===== src/rtl/bdavg_pkg.sv =====
// Shared types and constants for the battery divider averaging block.
// Holds payload structs, register indexes, reset values and divider request types.
// No dependencies.
`timescale 1ns / 1ps

package bdavg_pkg;

	// Field widths
	localparam int SAMPLE_W = 16;
	localparam int REG_W    = 16;
	localparam int MV_W     = 16;
	localparam int CFG_IDX_W = 8;

	// Default run length limit
	localparam int MAX_SAMPLES_DEF = 64;

	// Divider sizing: numerator is avg(16) * vref(16) * 2 * cal(16)
	localparam int DVD_W = 2 * REG_W + SAMPLE_W + 1;
	// Denominator is full_scale(16) * 1000 (10 bits)
	localparam int DEN_W = REG_W + 10;

	localparam logic [MV_W-1:0] MV_MAX = '1;

	// Register indexes
	localparam logic [CFG_IDX_W-1:0] REG_VREF    = 8'd0;
	localparam logic [CFG_IDX_W-1:0] REG_FS      = 8'd1;
	localparam logic [CFG_IDX_W-1:0] REG_CAL_DEF = 8'd2;
	localparam logic [CFG_IDX_W-1:0] REG_CAL_OVR = 8'd3;

	// Register reset values
	localparam logic [REG_W-1:0] VREF_RST    = 16'd3000;
	localparam logic [REG_W-1:0] FS_RST      = 16'd4096;
	localparam logic [REG_W-1:0] CAL_DEF_RST = 16'd1000;
	localparam logic [REG_W-1:0] CAL_OVR_RST = 16'd0;

	typedef struct packed {
		logic [SAMPLE_W-1:0] sample;
		logic                last;
	} in_t;

	typedef struct packed {
		logic [MV_W-1:0] millivolts;
		logic            too_many;
	} out_t;

	typedef struct packed {
		logic             start;
		logic [DVD_W-1:0] dividend;
		logic [DEN_W-1:0] divisor;
	} div_req_t;

	typedef struct packed {
		logic             done;
		logic [DVD_W-1:0] quotient;
	} div_rsp_t;

endpackage


===== src/rtl/bdavg_div.sv =====
// Iterative restoring divider, one quotient bit per cycle.
// Depends on bdavg_pkg for widths and the request/response structs.
`timescale 1ns / 1ps

module bdavg_div import bdavg_pkg::*; (
	input  logic     clk,
	input  logic     arst_n,
	input  div_req_t req,
	output div_rsp_t rsp
);

	localparam int CNT_W = $clog2(DVD_W + 1);

	logic             busy_q;
	logic             done_q;
	logic [CNT_W-1:0] cnt_q;
	logic [DEN_W-1:0] rem_q;
	logic [DEN_W-1:0] div_q;
	logic [DVD_W-1:0] quo_q;

	logic [DEN_W:0]   trial;
	logic             fits;
	logic [DEN_W:0]   diff;

	// Shift the next dividend bit into the partial remainder and try a subtract
	always_comb begin
		trial = {rem_q, quo_q[DVD_W-1]};
		fits  = trial >= {1'b0, div_q};
		diff  = trial - {1'b0, div_q};
	end

	always_ff @(posedge clk or negedge arst_n) begin
		if (!arst_n) begin
			busy_q <= 1'b0;
			done_q <= 1'b0;
			cnt_q  <= '0;
		end else begin
			done_q <= 1'b0;
			if (req.start && !busy_q) begin
				busy_q <= 1'b1;
				cnt_q  <= CNT_W'(DVD_W);
			end else if (busy_q) begin
				cnt_q <= cnt_q - 1'b1;
				if (cnt_q == CNT_W'(1)) begin
					busy_q <= 1'b0;
					done_q <= 1'b1;
				end
			end
		end
	end

	// Datapath: latch operands on start, then advance one bit a cycle
	always_ff @(posedge clk) begin
		if (req.start && !busy_q) begin
			rem_q <= '0;
			div_q <= req.divisor;
			quo_q <= req.dividend;
		end else if (busy_q) begin
			rem_q <= fits ? diff[DEN_W-1:0] : trial[DEN_W-1:0];
			quo_q <= {quo_q[DVD_W-2:0], fits};
		end
	end

	assign rsp.done     = done_q;
	assign rsp.quotient = quo_q;

endmodule


===== src/rtl/battery_divider_average_to_millivolts_core.sv =====
// Battery divider averaging core: accumulates ADC samples per run and converts
// the rounded average to millivolts. Depends on bdavg_pkg and bdavg_div.
//
//   channel | direction | handshake            | payload
//   --------+-----------+----------------------+------------------------------
//   in      | in        | in_valid / in_ready  | in_data  (sample, last)
//   out     | out       | out_valid / out_ready| out_data (millivolts, too_many)
//   cfg     | in        | cfg_valid / cfg_ready| cfg_index, cfg_data
//
// A sample with last starts the conversion, in which the shared divider runs twice,
// one bit a cycle: first for the rounded average, then for the millivolt scaling.
// in_ready stays low until the result moves to the output register; it waits there
// while the next run starts, and a second result holds in_ready low until it is taken.
// Reset is asynchronous and clears the run state and loads the register defaults.
// cfg_ready is always high.
`timescale 1ns / 1ps

module battery_divider_average_to_millivolts_core import bdavg_pkg::*; #(
	parameter int MAX_SAMPLES = MAX_SAMPLES_DEF
) (
	input  logic                 clk,
	input  logic                 arst_n,
	input  logic                 in_valid,
	output logic                 in_ready,
	input  in_t                  in_data,
	output logic                 out_valid,
	input  logic                 out_ready,
	output out_t                 out_data,
	input  logic                 cfg_valid,
	output logic                 cfg_ready,
	input  logic [CFG_IDX_W-1:0] cfg_index,
	input  logic [REG_W-1:0]     cfg_data
);

	localparam int CNT_W = $clog2(MAX_SAMPLES + 1);
	localparam int SUM_W = SAMPLE_W + CNT_W;

	typedef enum logic [2:0] {
		S_ACC,
		S_AVG,
		S_AVG_WAIT,
		S_MUL1,
		S_MUL2,
		S_MV,
		S_MV_WAIT,
		S_OUT
	} state_t;

	state_t state_q;

	logic [REG_W-1:0] vref_q;
	logic [REG_W-1:0] fs_q;
	logic [REG_W-1:0] cal_def_q;
	logic [REG_W-1:0] cal_ovr_q;

	logic [SUM_W-1:0]      sum_q;
	logic [CNT_W-1:0]      count_q;
	logic                  overrun_q;
	logic [SAMPLE_W-1:0]   avg_q;
	logic [2*REG_W-1:0]    prod_q;
	logic [DVD_W-1:0]      num_q;
	logic [DEN_W-1:0]      den_q;
	logic [MV_W-1:0]       mv_q;
	logic                  out_valid_q;
	out_t                  out_q;

	logic                  in_xfer;
	logic                  room;
	logic                  out_load;
	logic [REG_W-1:0]      cal;
	logic [SUM_W:0]        rounded;
	logic [DEN_W-1:0]      den_calc;
	logic [MV_W-1:0]       mv_sat;
	div_req_t              div_req;
	div_rsp_t              div_rsp;

	assign in_ready  = (state_q == S_ACC);
	assign in_xfer   = in_valid && in_ready;
	assign cfg_ready = 1'b1;
	assign room      = count_q < CNT_W'(MAX_SAMPLES);
	assign out_load  = (state_q == S_OUT) && (!out_valid_q || out_ready);
	assign cal       = (cal_ovr_q != '0) ? cal_ovr_q : cal_def_q;
	assign rounded   = {1'b0, sum_q} + (SUM_W+1)'(count_q >> 1);

	// full_scale * 1000 as shifts and subtracts
	assign den_calc = (DEN_W'(fs_q) << 10) - (DEN_W'(fs_q) << 4) - (DEN_W'(fs_q) << 3);

	// Saturate the scaled quotient; a zero divisor saturates as well
	assign mv_sat = ((den_q == '0) || (div_rsp.quotient[DVD_W-1:MV_W] != '0))
		? MV_MAX : div_rsp.quotient[MV_W-1:0];

	// Drive the shared divider
	always_comb begin
		div_req.start    = (state_q == S_AVG) || (state_q == S_MV);
		div_req.dividend = (state_q == S_MV) ? num_q : DVD_W'(rounded);
		div_req.divisor  = (state_q == S_MV) ? den_q : DEN_W'(count_q);
	end

	bdavg_div u_div (
		.clk    (clk),
		.arst_n (arst_n),
		.req    (div_req),
		.rsp    (div_rsp)
	);

	// Configuration registers
	always_ff @(posedge clk or negedge arst_n) begin
		if (!arst_n) begin
			vref_q    <= VREF_RST;
			fs_q      <= FS_RST;
			cal_def_q <= CAL_DEF_RST;
			cal_ovr_q <= CAL_OVR_RST;
		end else if (cfg_valid && cfg_ready) begin
			unique case (cfg_index)
				REG_VREF:    vref_q    <= cfg_data;
				REG_FS:      fs_q      <= cfg_data;
				REG_CAL_DEF: cal_def_q <= cfg_data;
				REG_CAL_OVR: cal_ovr_q <= cfg_data;
				default: begin
				end
			endcase
		end
	end

	// Sequencer, run state and output register
	always_ff @(posedge clk or negedge arst_n) begin
		if (!arst_n) begin
			state_q     <= S_ACC;
			sum_q       <= '0;
			count_q     <= '0;
			overrun_q   <= 1'b0;
			out_valid_q <= 1'b0;
		end else begin
			if (out_load) begin
				out_valid_q <= 1'b1;
			end else if (out_ready) begin
				out_valid_q <= 1'b0;
			end
			unique case (state_q)
				S_ACC: begin
					if (in_xfer) begin
						if (room) begin
							sum_q   <= sum_q + SUM_W'(in_data.sample);
							count_q <= count_q + 1'b1;
						end else begin
							overrun_q <= 1'b1;
						end
						if (in_data.last) begin
							state_q <= S_AVG;
						end
					end
				end
				S_AVG:      state_q <= S_AVG_WAIT;
				S_AVG_WAIT: begin
					if (div_rsp.done) begin
						state_q <= S_MUL1;
					end
				end
				S_MUL1:     state_q <= S_MUL2;
				S_MUL2:     state_q <= S_MV;
				S_MV:       state_q <= S_MV_WAIT;
				S_MV_WAIT: begin
					if (div_rsp.done) begin
						state_q <= S_OUT;
					end
				end
				S_OUT: begin
					// Hold until the output register is free, then clear the run
					if (out_load) begin
						sum_q     <= '0;
						count_q   <= '0;
						overrun_q <= 1'b0;
						state_q   <= S_ACC;
					end
				end
				default: state_q <= S_ACC;
			endcase
		end
	end

	// Datapath registers
	always_ff @(posedge clk) begin
		if (state_q == S_AVG_WAIT && div_rsp.done) begin
			avg_q <= (div_rsp.quotient[DVD_W-1:SAMPLE_W] != '0)
				? '1 : div_rsp.quotient[SAMPLE_W-1:0];
		end
		if (state_q == S_MUL1) begin
			prod_q <= avg_q * vref_q;
		end
		if (state_q == S_MUL2) begin
			num_q <= {(DVD_W-1)'(prod_q) * (DVD_W-1)'(cal), 1'b0};
			den_q <= den_calc;
		end
		if (state_q == S_MV_WAIT && div_rsp.done) begin
			mv_q <= mv_sat;
		end
		if (out_load) begin
			out_q.millivolts <= mv_q;
			out_q.too_many   <= overrun_q;
		end
	end

	assign out_valid = out_valid_q;
	assign out_data  = out_q;

	// Run counter never passes the limit
	a_count_bound: assert property (@(posedge clk) disable iff (!arst_n)
		count_q <= CNT_W'(MAX_SAMPLES))
		else $error("sample count exceeds limit");

	// A run-ending transfer stops intake on the next cycle
	a_last_stalls: assert property (@(posedge clk) disable iff (!arst_n)
		in_xfer && in_data.last |=> !in_ready)
		else $error("input still ready after last sample");

	// Divider finishes only while the sequencer waits for it
	a_div_done: assert property (@(posedge clk) disable iff (!arst_n)
		div_rsp.done |-> (state_q == S_AVG_WAIT || state_q == S_MV_WAIT))
		else $error("divider done outside a wait state");

	// A new result is loaded only into a free or draining output register
	a_out_load: assert property (@(posedge clk) disable iff (!arst_n)
		$past(out_valid_q) && !$past(out_ready) |-> out_valid_q && $stable(out_q))
		else $error("pending result overwritten");

endmodule


===== config.mk =====
export PLATFORM = sky130hd
export DESIGN_NAME = battery_divider_average_to_millivolts_core
export DESIGN_NICKNAME = d
export VERILOG_FILES = /design/src/rtl/bdavg_pkg.sv /design/src/rtl/bdavg_div.sv /design/src/rtl/battery_divider_average_to_millivolts_core.sv
export SDC_FILE = /design/constraint.sdc
export NUM_CORES = 2
export LEC_CHECK = 0
export ABC_AREA = 1
export BUFFER_PORTS_ARGS = -buffer_cell sky130_fd_sc_hd__buf_2
export CAP_MARGIN = 25
export CORE_MARGIN = 1
export CORE_UTILIZATION = 55
export CTS_CLUSTER_DIAMETER = 120
export CTS_CLUSTER_SIZE = 20
export DETAILED_ROUTE_END_ITERATION = 6
export GPL_ROUTABILITY_DRIVEN = 1
export MAX_ROUTING_LAYER = met4
export PLACE_DENSITY = 0.74
export REMOVE_ABC_BUFFERS = 1
export SETUP_SLACK_MARGIN = 0.5
export SYNTH_ARGS = -nofsm -noshare
export SYNTH_HDL_FRONTEND = slang
export SYNTH_HIERARCHICAL = 1
export SYNTH_SLANG_ARGS = --single-unit

===== constraint.sdc =====
create_clock -name clk -period 6.1 [get_ports clk]
set_input_delay 0.305 -clock clk [delete_from_list [all_inputs] [get_ports clk]]
set_output_delay 0.305 -clock clk [all_outputs]
set_load 0.1 [all_outputs]

==> impl_summary.log <==
INFO  metric outcome = complete, but fails checks
INFO  metric violations_in_the_final_reports = design-rule violations, negative setup slack
INFO  metric p_switching = 6180 uW
INFO  metric final_core_utilization = 66.5%
INFO  metric most-common-layout-cells = sky130_fd_sc_hd__nand2_1 (1571), sky130_fd_sc_hd__inv_1 (1265), sky130_fd_sc_hd__fa_1 (582)
INFO  metric avgViaCountPerCell = 5.51
INFO  metric grt_setup_unrepaired = true
INFO  metric die_width = 291 um
INFO  metric clockRootBuffer = sky130_fd_sc_hd__clkbuf_16
INFO  metric total_internal_power = 7370 uW
INFO  metric worst_reg2reg_setup_slack = -0.41 ns
INFO  metric hold_ws = 0.0611 ns
INFO  metric critical_path.max_stage_delay = 0.53 ns
INFO  metric area_delta_synth_final = 19.0%
INFO  metric num_rows = 105
INFO  metric power_leakage = 0.0276 uW
INFO  metric final_design_area_no_fill = 54800 um^2
INFO  metric multiInputGateArea = 33000 um^2
INFO  metric numClockSinks = 360
INFO  metric power_frac_comb = 66.9%
INFO  metric cts_tree = done
INFO  metric timing.critical_path.to_type = flip-flop
INFO  metric dp_cells = 7213
INFO  metric synth.ff_latch_count = 360
INFO  metric timing.final.hold_violations = 0
INFO  metric detailedRoute.firstIterationViolations = 3727
INFO  metric floorplan.die_area = 85000 um^2
INFO  metric register_cell_area_after_layout = 10000 um^2
INFO  metric asyncSetResetFlopFracSynth = 29.7%
INFO  metric place_area = 49400 um^2
INFO  metric min_from = in_data[1]
INFO  metric numCtsBuffers = 24
INFO  metric final_max_slew_viol_count = 0
INFO  metric grt_antenna_before_repair = 1
INFO  metric antenna_violating_nets_post_route = 0
INFO  metric period_share = 107%
INFO  metric synth.distinct_cells = 48
INFO  metric hold_path.class = in2reg
INFO  metric gr-total-overflow = 0
INFO  metric crit_start = cal_ovr_q[9]$_DFFE_PN0P_
INFO  metric p_clk_share = 12.4%
INFO  metric post-place-ws = -0.516 ns
INFO  metric worstMarginPinSlew = 1.03 ns
INFO  metric nNetsFinal = 7273
INFO  metric setup_ws = -0.415 ns
INFO  metric grt_max_degree = 77
INFO  metric achievable-frequency = 153 MHz
INFO  metric cp_class = reg2reg
INFO  metric layout.cells.most_common = sky130_fd_sc_hd__nand2_1
INFO  metric layout-drive-gt1-share = 18.8%
INFO  metric slew-limit-headroom = 31.5%
INFO  metric vias_in_the_first_global_route = 40700
INFO  metric synth.yosys.seq_area_share = 21.8%
INFO  metric drt-total-wl = 142000 um
INFO  metric r2r.worst_path.cells = 31
INFO  metric critical_path.reg2reg.endpoint = num_q[28]$_DFFE_PP_
INFO  metric via_count = 40700
INFO  metric synth_area = 46100 um^2
INFO  metric postSynth.topFlopCell = sky130_fd_sc_hd__edfxtp_1
INFO  metric worst_ep_required_time = 6.46 ns
INFO  metric floorplan.io_pins = 66
INFO  metric finClkSkew = 0.0629 ns
INFO  metric powerDensity = 247 nW/um^2
INFO  metric whs_path_depth = 3
INFO  metric fillers = 6601
INFO  metric register_clock_pin_slew_on_the_reported_worst_setup_and_hold_paths = 0.09 ns
INFO  metric drt_drc_violations_left = 7
INFO  metric gp_routability_congestion = 0.994
INFO  metric starting_density_of_the_core = 55.9%
INFO  metric r2r_start = cal_ovr_q[9]$_DFFE_PN0P_
INFO  metric share_seq_of_total_power = 20.7%
INFO  metric max-cap-violations = 0
INFO  metric placement.io_buffers = 64
INFO  metric post_synthesis_cells = 5985
INFO  metric dp.final_hpwl = 109000 um
INFO  metric worst_ep_arrival_time = 6.87 ns
INFO  metric start_kind = flip-flop
INFO  metric crit_path_max_fanout = 5
INFO  metric grtUsageTotal = 34.0%
INFO  metric placeable_area = 82500 um^2
INFO  metric timing.final.crit_period = 6.51 ns
INFO  metric grt_first_pass_wirelength = 220000 um
INFO  metric synth.avg_cell_area = 7.70 um^2
INFO  metric htree_levels = 1
INFO  metric fin_cells = 7388
INFO  metric clk-insertion-delay-late = 0.61 ns
INFO  metric clk_path_buf_depth = 3
INFO  metric critical_path.most_common_cell = sky130_fd_sc_hd__fa_1
INFO  metric cp_slowest_cell = sky130_fd_sc_hd__fa_1
INFO  metric whs_endpoint = sum_q[0]$_DFFE_PN0P_
INFO  metric synth_edf_count = 227
INFO  metric routed_wirelength_normalized_by_instance_count = 19.2 um
INFO  metric timing.final.setup_violations = 36
INFO  metric total_iterations_of_the_first_detailed_routing_run = 7
INFO  metric yosys_warnings = 6
INFO  metric net_sw_share = 45.6%
INFO  metric max-vdd-ir-drop = 0.232 mV
INFO  metric die-height = 291 um
how the worst max path moves through the flow:
stage	end	slack [ns]	depth (start not counted)
2_1_floorplan	num_q[39]$_DFFE_PP_	-1.08	25
3_3_place_gp	num_q[44]$_DFFE_PP_	-0.44	23
3_5_place_dp	num_q[37]$_DFFE_PP_	-0.52	28
4_1_cts	num_q[44]$_DFFE_PP_	-0.23	29
5_1_grt	num_q[28]$_DFFE_PP_	-0.64	31
6_report	num_q[28]$_DFFE_PP_	-0.41	31
sequential cells by signal, summed over array words and instances, names as in the netlist, 16 cells and up:
name	count
sum_q	23
fs_q	16
u_div/rem_q	26
cal_def_q	16
vref_q	16
out_data	17
den_q	23
u_div/div_q	26
mv_q	16
u_div/quo_q	49
cal_ovr_q	16
num_q	48
avg_q	16
prod_q	32
worst max-delay path: cells and delay by family (launching register included):
kind	cells	cell delay, ns
compound gates	1	0.13
xor+xnor	1	0.06
fa+ha+maj	7	3.19
buf+inv	13	1.40
flops	1	0.39
simple gates	9	1.12
metal layers:
metal / up-vias / global-route usage [%] / share of wire, %
met5: - / - / 0
met1: 19700 / 43.9 / 40
met3: 439 / 6.25 / 8.9
li1: 18700 / - / -
met2: 1907 / 53.9 / 46
met4: 0 / 11.3 / 4.7
power groups by stage:
stage | registers, uW | logic (uW) | clock network [uW]
after floorplan | 2860 | 3980 | 0
after global placement | 2870 | 6240 | 0
after detailed placement | 2870 | 6380 | 0
after CTS | 2810 | 7870 | 1710
after global routing | 2810 | 9810 | 1780
final | 2810 | 9070 | 1680
Yosys cell counts (5+ instances only):
cell type                     n  share of area, %
sky130_fd_sc_hd__nand2_1   1766                14
sky130_fd_sc_hd__inv_1     1349                11
sky130_fd_sc_hd__fa_1       624                27
sky130_fd_sc_hd__nor2_1     355               2.9
sky130_fd_sc_hd__ha_1       304               8.3
sky130_fd_sc_hd__a21oi_1    294               3.2
sky130_fd_sc_hd__nand3_1    266               2.9
sky130_fd_sc_hd__edfxtp_1   227                15
sky130_fd_sc_hd__o21ai_0    152               1.7
sky130_fd_sc_hd__clkbuf_1   147               1.2
sky130_fd_sc_hd__dfrtp_1     93               5.0
sky130_fd_sc_hd__nand4_1     66              0.90
sky130_fd_sc_hd__xor2_1      51              0.97
sky130_fd_sc_hd__xnor2_1     29              0.55
sky130_fd_sc_hd__buf_2       28              0.30
sky130_fd_sc_hd__dfxtp_1     26               1.1
sky130_fd_sc_hd__nor3_1      22              0.24
sky130_fd_sc_hd__buf_4       16              0.26
sky130_fd_sc_hd__nor4_1      16              0.22
sky130_fd_sc_hd__dfstp_2     14              0.80
sky130_fd_sc_hd__a31oi_1     11              0.15
sky130_fd_sc_hd__buf_6       11              0.27
sky130_fd_sc_hd__o21bai_1    11              0.18
sky130_fd_sc_hd__clkinv_1    10             0.081
sky130_fd_sc_hd__inv_2       10             0.081
sky130_fd_sc_hd__nand3b_1    10              0.16
sky130_fd_sc_hd__a21o_1       9              0.15
sky130_fd_sc_hd__nand3_2      9              0.20
sky130_fd_sc_hd__and2_1       7             0.095
sky130_fd_sc_hd__o22ai_1      6             0.081
sky130_fd_sc_hd__buf_1        5             0.041
sky130_fd_sc_hd__or2_2        5             0.068
stage by stage:
step / setup TNS (ns) / power [uW]
after floorplan: -33.81 / 6840
after global placement: -9.91 / 9110
after detailed placement: -12.73 / 9250
after CTS: -4.26 / 12400
after global routing: -17.69 / 14400
final: -10.60 / 13600
repair_timing:
item	in CTS	in global routing
pin swaps	104	209
gates cloned	9	2
hold endpoints to repair	34	0
setup buffers	65	51
endpoints found under the setup margin	59	61
resized for setup	431	442
hold buffers	2	0
final cells by class:
class | count | share of cell area, %
clock buffer | 38 | 1.19
antenna | 1 | 0.00456
sequential | 360 | 18.3
clock inverter | 6 | 0.151
tap | 1070 | 2.44
multi-input combinational | 4049 | 60.1
inverter | 1369 | 9.38
timing repair buffer | 495 | 8.38
cells by family after synthesis:
group	after synthesis	share of synthesized area, %
buf+inv	1576	13.2
flops	360	21.8
simple gates	2544	22.5
other cells	1	0.00814
compound gates	496	5.60
fa+ha+maj	928	35.4
xor+xnor	80	1.52
(Power assumes the default switching activity.)
